[src/rtl/sars_pkg.sv]
// ----------------------------------------------------------------------------
// sars_pkg
// Types, constants and helpers of the square-root attitude rate shaper.
// ----------------------------------------------------------------------------
package sars_pkg;

	localparam int ANGLE_WIDTH_DEF = 16;

	localparam int ERR_W   = 16;
	localparam int RATE_W  = 16;
	localparam int GAIN_W  = 16;
	localparam int LIMIT_W = 15;
	localparam int CLIP_W  = 3;
	localparam int FRAC_W  = 12;

	localparam int CFG_IDX_W  = 2;
	localparam int CFG_DATA_W = 16;

	localparam logic [CFG_IDX_W-1:0] REG_PEAK_GAIN  = 2'd0;
	localparam logic [CFG_IDX_W-1:0] REG_RATE_LIMIT = 2'd1;

	localparam logic [GAIN_W-1:0]  GAIN_RESET  = 16'd7260;
	localparam logic [LIMIT_W-1:0] LIMIT_RESET = 15'd12868;

	// small-error region: |e| * 573 < 409600, i.e. |e| < 715
	localparam int SMALL_LIMIT = 715;
	localparam int SMALL_A_W   = 10;
	localparam int SMALL_NUM   = 573;
	localparam int F_W         = 19;
	localparam int P1_SMALL_W  = 27;

	// full divisor is 100 * 2^24: round offset, shift, then divide by 100
	localparam int ROUND_OFS   = 838860800;
	localparam int Q_SHIFT     = 24;
	localparam int RECIP       = 42949673;
	localparam int RECIP_W     = 26;
	localparam int RECIP_SHIFT = 32;
	localparam int ROUND_HALF  = 2048;

	localparam int POST_STAGES = 6;

	typedef struct packed {
		logic signed [ERR_W-1:0] err_roll;
		logic signed [ERR_W-1:0] err_pitch;
		logic signed [ERR_W-1:0] err_yaw;
	} err_vec_t;

	typedef struct packed {
		logic signed [RATE_W-1:0] rate_roll;
		logic signed [RATE_W-1:0] rate_pitch;
		logic signed [RATE_W-1:0] rate_yaw;
		logic [CLIP_W-1:0]        clip_mask;
	} rate_vec_t;

	function automatic int sqrt_w(input int angle_w);
		return (angle_w + FRAC_W + 1) / 2;
	endfunction

endpackage

[src/rtl/sars_sqrt_cell.sv]
// ----------------------------------------------------------------------------
// sars_sqrt_cell
// One restoring square-root step: settles one root bit and hands the
// remainder, partial root, shifted radicand and side data to the next cell.
// ----------------------------------------------------------------------------
module sars_sqrt_cell #(
	parameter int ROOT_W = 14,
	parameter int X_W    = 28,
	parameter int SIDE_W = 21
) (
	input  logic              clk,
	input  logic [X_W-1:0]    x_in,
	input  logic [ROOT_W+1:0] rem_in,
	input  logic [ROOT_W-1:0] root_in,
	input  logic [SIDE_W-1:0] side_in,
	output logic [X_W-1:0]    x_out,
	output logic [ROOT_W+1:0] rem_out,
	output logic [ROOT_W-1:0] root_out,
	output logic [SIDE_W-1:0] side_out
);

	logic [ROOT_W+1:0] rem4;
	logic [ROOT_W+1:0] trial;
	logic              fits;

	assign rem4  = {rem_in[ROOT_W-1:0], x_in[X_W-1 -: 2]};
	assign trial = {root_in, 2'b01};
	assign fits  = rem4 >= trial;

	always_ff @(posedge clk) begin
		x_out    <= {x_in[X_W-3:0], 2'b00};
		rem_out  <= fits ? (rem4 - trial) : rem4;
		root_out <= {root_in[ROOT_W-2:0], fits};
		side_out <= side_in;
	end

endmodule

[src/rtl/sars_axis.sv]
// ----------------------------------------------------------------------------
// sars_axis
// One axis: magnitude and small-error test, square-root cell chain, gain
// scaling with rounding, saturation and sign restore.
// ----------------------------------------------------------------------------
module sars_axis #(
	parameter int ANGLE_WIDTH = sars_pkg::ANGLE_WIDTH_DEF
) (
	input  logic                          clk,
	input  logic [sars_pkg::ERR_W-1:0]    err,
	input  logic [sars_pkg::GAIN_W-1:0]   gain,
	input  logic [sars_pkg::LIMIT_W-1:0]  limit,
	output logic [sars_pkg::RATE_W-1:0]   rate,
	output logic                          clip
);

	localparam int AW     = ANGLE_WIDTH;
	localparam int SQ_W   = sars_pkg::sqrt_w(ANGLE_WIDTH);
	localparam int X_W    = 2 * SQ_W;
	localparam int REM_W  = SQ_W + 2;
	localparam int SIDE_W = 2 + sars_pkg::F_W;
	localparam int P1_W   = sars_pkg::GAIN_W + SQ_W;
	localparam int MAG_W  = SQ_W + 5;
	localparam int PROD_W = sars_pkg::P1_SMALL_W + sars_pkg::F_W;
	localparam int SUM_W  = PROD_W + 1;
	localparam int Q_W    = SUM_W - sars_pkg::Q_SHIFT;
	localparam int QM_W   = Q_W + sars_pkg::RECIP_W;
	localparam int MS_W   = QM_W - sars_pkg::RECIP_SHIFT;

	logic [AW-1:0]              v;
	logic                       neg;
	logic [AW-1:0]              a;
	logic                       is_small;
	logic [sars_pkg::F_W-1:0]   f;

	logic [X_W-1:0]             x_s1;
	logic                       neg_s1;
	logic                       small_s1;
	logic [sars_pkg::F_W-1:0]   f_s1;

	logic [X_W-1:0]    x_c    [0:SQ_W-1];
	logic [REM_W-1:0]  rem_c  [0:SQ_W-1];
	logic [SQ_W-1:0]   root_c [0:SQ_W];
	logic [SIDE_W-1:0] side_c [0:SQ_W];

	logic [SQ_W-1:0]            root;
	logic                       neg_c;
	logic                       small_c;
	logic [sars_pkg::F_W-1:0]   f_c;

	logic [P1_W-1:0]            p1_s2;
	logic                       neg_s2;
	logic                       small_s2;
	logic [sars_pkg::F_W-1:0]   f_s2;

	logic [P1_W:0]              big_sum;
	logic [PROD_W-1:0]          prod_s3;
	logic [MAG_W-1:0]           big_s3;
	logic                       neg_s3;
	logic                       small_s3;

	logic [SUM_W-1:0]           sum;
	logic [Q_W-1:0]             q_s4;
	logic [MAG_W-1:0]           big_s4;
	logic                       neg_s4;
	logic                       small_s4;

	logic [QM_W-1:0]            qm;
	logic [MS_W-1:0]            mag_small_s5;
	logic [MAG_W-1:0]           big_s5;
	logic                       neg_s5;
	logic                       small_s5;

	logic [MAG_W-1:0]                mag;
	logic                            over;
	logic [sars_pkg::LIMIT_W-1:0]    mag_c;
	logic [sars_pkg::RATE_W-1:0]     pos;
	logic [sars_pkg::RATE_W-1:0]     rate_s6;
	logic                            clip_s6;

	// entry: magnitude, small-error test, linear factor
	assign v        = AW'(err);
	assign neg      = v[AW-1];
	assign a        = neg ? (~v + AW'(1)) : v;
	assign is_small = a < AW'(sars_pkg::SMALL_LIMIT);
	assign f        = sars_pkg::F_W'(a[sars_pkg::SMALL_A_W-1:0]) *
	                  sars_pkg::F_W'(sars_pkg::SMALL_NUM);

	always_ff @(posedge clk) begin
		x_s1     <= X_W'({a, {sars_pkg::FRAC_W{1'b0}}});
		neg_s1   <= neg;
		small_s1 <= is_small;
		f_s1     <= f;
	end

	// square-root cell chain, one root bit per cell
	assign x_c[0]    = x_s1;
	assign rem_c[0]  = '0;
	assign root_c[0] = '0;
	assign side_c[0] = {neg_s1, small_s1, f_s1};

	for (genvar i = 0; i < SQ_W; i++) begin : g_cell
		if (i < SQ_W - 1) begin : g_mid
			sars_sqrt_cell #(
				.ROOT_W (SQ_W),
				.X_W    (X_W),
				.SIDE_W (SIDE_W)
			) u_cell (
				.clk      (clk),
				.x_in     (x_c[i]),
				.rem_in   (rem_c[i]),
				.root_in  (root_c[i]),
				.side_in  (side_c[i]),
				.x_out    (x_c[i+1]),
				.rem_out  (rem_c[i+1]),
				.root_out (root_c[i+1]),
				.side_out (side_c[i+1])
			);
		end else begin : g_last
			sars_sqrt_cell #(
				.ROOT_W (SQ_W),
				.X_W    (X_W),
				.SIDE_W (SIDE_W)
			) u_cell (
				.clk      (clk),
				.x_in     (x_c[i]),
				.rem_in   (rem_c[i]),
				.root_in  (root_c[i]),
				.side_in  (side_c[i]),
				.x_out    (),
				.rem_out  (),
				.root_out (root_c[i+1]),
				.side_out (side_c[i+1])
			);
		end
	end

	assign root                  = root_c[SQ_W];
	assign {neg_c, small_c, f_c} = side_c[SQ_W];

	// gain times root
	always_ff @(posedge clk) begin
		p1_s2    <= P1_W'(gain) * P1_W'(root);
		neg_s2   <= neg_c;
		small_s2 <= small_c;
		f_s2     <= f_c;
	end

	// small region: times linear factor; large region: round off fraction
	assign big_sum = (P1_W + 1)'(p1_s2) + (P1_W + 1)'(sars_pkg::ROUND_HALF);

	always_ff @(posedge clk) begin
		prod_s3  <= PROD_W'(p1_s2[sars_pkg::P1_SMALL_W-1:0]) * PROD_W'(f_s2);
		big_s3   <= big_sum[P1_W:sars_pkg::FRAC_W];
		neg_s3   <= neg_s2;
		small_s3 <= small_s2;
	end

	assign sum = SUM_W'(prod_s3) + SUM_W'(sars_pkg::ROUND_OFS);

	always_ff @(posedge clk) begin
		q_s4     <= sum[SUM_W-1:sars_pkg::Q_SHIFT];
		big_s4   <= big_s3;
		neg_s4   <= neg_s3;
		small_s4 <= small_s3;
	end

	// divide by 100 via reciprocal
	assign qm = QM_W'(q_s4) * QM_W'(sars_pkg::RECIP);

	always_ff @(posedge clk) begin
		mag_small_s5 <= qm[QM_W-1:sars_pkg::RECIP_SHIFT];
		big_s5       <= big_s4;
		neg_s5       <= neg_s4;
		small_s5     <= small_s4;
	end

	// saturate and restore sign
	assign mag   = small_s5 ? MAG_W'(mag_small_s5) : big_s5;
	assign over  = mag > MAG_W'(limit);
	assign mag_c = over ? limit : mag[sars_pkg::LIMIT_W-1:0];
	assign pos   = {1'b0, mag_c};

	always_ff @(posedge clk) begin
		rate_s6 <= neg_s5 ? (~pos + sars_pkg::RATE_W'(1)) : pos;
		clip_s6 <= over;
	end

	assign rate = rate_s6;
	assign clip = clip_s6;

endmodule

[config.mk]
export PLATFORM = sky130hd
export DESIGN_NAME = sars_axis
export DESIGN_NICKNAME = d
export VERILOG_FILES = /design/src/rtl/sars_pkg.sv /design/src/rtl/sars_sqrt_cell.sv /design/src/rtl/sars_axis.sv
export SDC_FILE = /design/constraint.sdc
export NUM_CORES = 2
export LEC_CHECK = 0
export BUFFER_PORTS_ARGS = -buffer_cell sky130_fd_sc_hd__buf_2
export CAP_MARGIN = 20
export CORE_MARGIN = 5
export CORE_UTILIZATION = 35
export CTS_CLUSTER_SIZE = 8
export DETAILED_ROUTE_END_ITERATION = 7
export MAX_ROUTING_LAYER = met4
export SKIP_CTS_REPAIR_TIMING = 1
export SLEW_MARGIN = 10
export SYNTH_ARGS = -nofsm -noshare
export SYNTH_HDL_FRONTEND = slang
export SYNTH_HIERARCHICAL = 1
export SYNTH_SLANG_ARGS = --single-unit
[constraint.sdc]
create_clock -name clk -period 17.5 [get_ports clk]
set_input_delay 0.875 -clock clk [delete_from_list [all_inputs] [get_ports clk]]
set_output_delay 0.875 -clock clk [all_outputs]
set_load 0.005 [all_outputs]
==> impl_metrics.env <==
export IMPL_crit_path_max_incr_delay_ns=1.05
export IMPL_cts_max_level=4
export IMPL_cts_buffers_inserted=155
export IMPL_use_met2=0.250
export IMPL_worst_endpoint_arrival_ns=7.83
export IMPL_slew_headroom=0.257
export IMPL_rsz0062_at_grt="no"
export IMPL_hold_path_class="reg2reg"
export IMPL_clock_skew_ns=0.0284
export IMPL_num_rows=164
export IMPL_grt_use_total=0.147
export IMPL_max_clock_freq_mhz=140
export IMPL_drv_cap=0
export IMPL_io_buffers=64
export IMPL_netlist_area_sq_um=70600
export IMPL_grt_pass1_wl_mm=247
export IMPL_crit_buf_inv=4
export IMPL_clk_pin_slew_ns=0.06
export IMPL_vias=44670
export IMPL_die_w_um=459
export IMPL_cts_tree="built"
export IMPL_antenna_found_initial=4
export IMPL_die_h_um=459
export IMPL_core_area_sq_um=200000
export IMPL_crit_fanout=22
export IMPL_clk_latency_ns=0.75
export IMPL_grtUsageMet1=0.185
export IMPL_grt_busiest_layer="met2"
export IMPL_start_util=0.353
export IMPL_boundaryPins=65
export IMPL_yosysWarnings=6
export IMPL_grt_max_degree=53
export IMPL_fin_setup_tns_ns=0
export IMPL_period_share=0.409
export IMPL_holdWs_ns=0.296
export IMPL_setup_violations=0
export IMPL_cts_root_buf="clkbuf_16"
export IMPL_dp_hpwl_mm=115
export IMPL_finalHoldViolations=0
export IMPL_worstPathCellList="and2_1 > fa_1 > fa_1 > inv_1 > fa_1 > inv_1 > fa_1 > fa_1 > inv_1 > fa_1 > inv_1 > ha_1 > o21ai_1 > o21ai_2 > a2111oi_4 > a21oi_2 > a2111oi_4 > o21ai_2 > a41oi_4 > o21ai_2 > a21oi_2 > xnor2_1"
export IMPL_dieArea_sq_um=211000
export IMPL_nets=8593
export IMPL_layout_area_overhead_vs_synth_pct=10.4
export IMPL_drc=0
export IMPL_crit_top_cell="fa_1"
export IMPL_startpoint_type="register"
export IMPL_fin_util=0.389
export IMPL_cpMaxStageDelayCell="dfxtp_1"
export IMPL_syn_inst=6855
export IMPL_cts_path_max_buffers=3
export IMPL_end_kind="register"
export IMPL_worstPathRequired_ns=18.17
export IMPL_final_max_slew_viol_count=0
export IMPL_drtPass1Iterations=7
export IMPL_critPathKind="reg2reg"
export IMPL_path_delay_family="adder cells"
export IMPL_wirelength_mm=148
export IMPL_use_met3=0.0223
export IMPL_min_delay_start="big_s4[10]$_DFF_P_"
export IMPL_grt_remaining_overflow=0
export IMPL_drtIter0Drc=2376
export IMPL_cts_sinks=1082
export IMPL_status="complete, no violations"
export IMPL_grt_pass1_vias=47710
export IMPL_syn_area_per_cell_sq_um=10.3
export IMPL_ant_nets=0
export IMPL_fin_crit_ns=7.16
export IMPL_crit_start="p1_s2[14]$_DFF_P_"
export IMPL_viasPerCell=4.63
export IMPL_worst_pin_slew_ns=1.11
export IMPL_drive_gt1_frac=0.0774
export IMPL_routabilityCongestion=0.892
export IMPL_timing_rr_start="p1_s2[14]$_DFF_P_"
export IMPL_wl_per_cell_um=15.3
==> flip-flops by register name, indices dropped and copies added, names as in the netlist, 14 cells and up <==
| name | count |
|---|---|
| big_s5 | 19 |
| x_s1 | 14 |
| g_cell.g_mid.u_cell/root_out | 182 |
| g_cell.g_mid.u_cell/rem_out | 182 |
| f_s1 | 19 |
| g_cell.g_last.u_cell/side_out | 21 |
| mag_small_s5 | 17 |
| big_s3 | 19 |
| q_s4 | 23 |
| g_cell.g_mid.u_cell/x_out | 182 |
| p1_s2 | 30 |
| g_cell.g_mid.u_cell/side_out | 273 |
| big_s4 | 19 |
| f_s2 | 19 |
| g_cell.g_last.u_cell/root_out | 14 |
| rate | 16 |
| prod_s3 | 22 |
==> worst paths after layout <==
kind | end | slack [ns] | depth (start not counted)
worst min-delay path | big_s5[10]$_DFF_P_ | 0.30 | 0
worst min register to register | big_s5[10]$_DFF_P_ | 0.30 | 0
worst max register to register | prod_s3[44]$_DFF_P_ | 10.34 | 22
worst max-delay path | prod_s3[44]$_DFF_P_ | 10.34 | 22
==> cell usage in the layout, fill, tap and decap left out, types with 23 or more instances in the layout <==
master	n
dfxtp_1	1082
nor3_1	23
nand4_1	33
and2_1	335
buf_4	34
nand2_1	589
a21o_1	56
xnor2_1	228
nor2_1	194
a21oi_1	202
inv_1	1359
mux2_2	93
ha_1	763
o21ai_0	102
clkbuf_16	157
fa_1	809
nand3_1	104
mux2_4	78
mux2i_1	28
o21a_1	62
buf_2	64
or3_1	37
nand2b_1	23
and3_1	43
o211ai_1	26
xor2_1	75
conb_1	65
==> routing by layer <==
metal,up-vias,part of all wire
li1,21602,-
met1,21947,0.44
met2,912,0.49
met3,209,0.041
met4,0,0.021
met5,-,0
==> layout make-up <==
class,count,area (sq um)
diodes,2,5.00
clock buffers,164,4010
clock inverters,13,270
fillers,19581,122000
inverters,1360,5100
multi-input cells,4275,43000
flip-flops and latches,1082,21700
well taps,2656,3320
repair buffers,99,591
==> through the flow <==
step / std cells / setup slack [ns] / area, sq um
2_1_floorplan: 6919 / 11.08 / 70800
3_3_place_gp: 9471 / 10.40 / 73600
3_5_place_dp: 9471 / 10.33 / 73600
4_1_cts: 9648 / 10.35 / 77900
5_1_grt: 9651 / 9.96 / 77900
6_report: 9651 / 10.34 / 77900
Power is not shown: default switching activity piles up to over one toggle a cycle in this logic, so the estimate is an artifact.
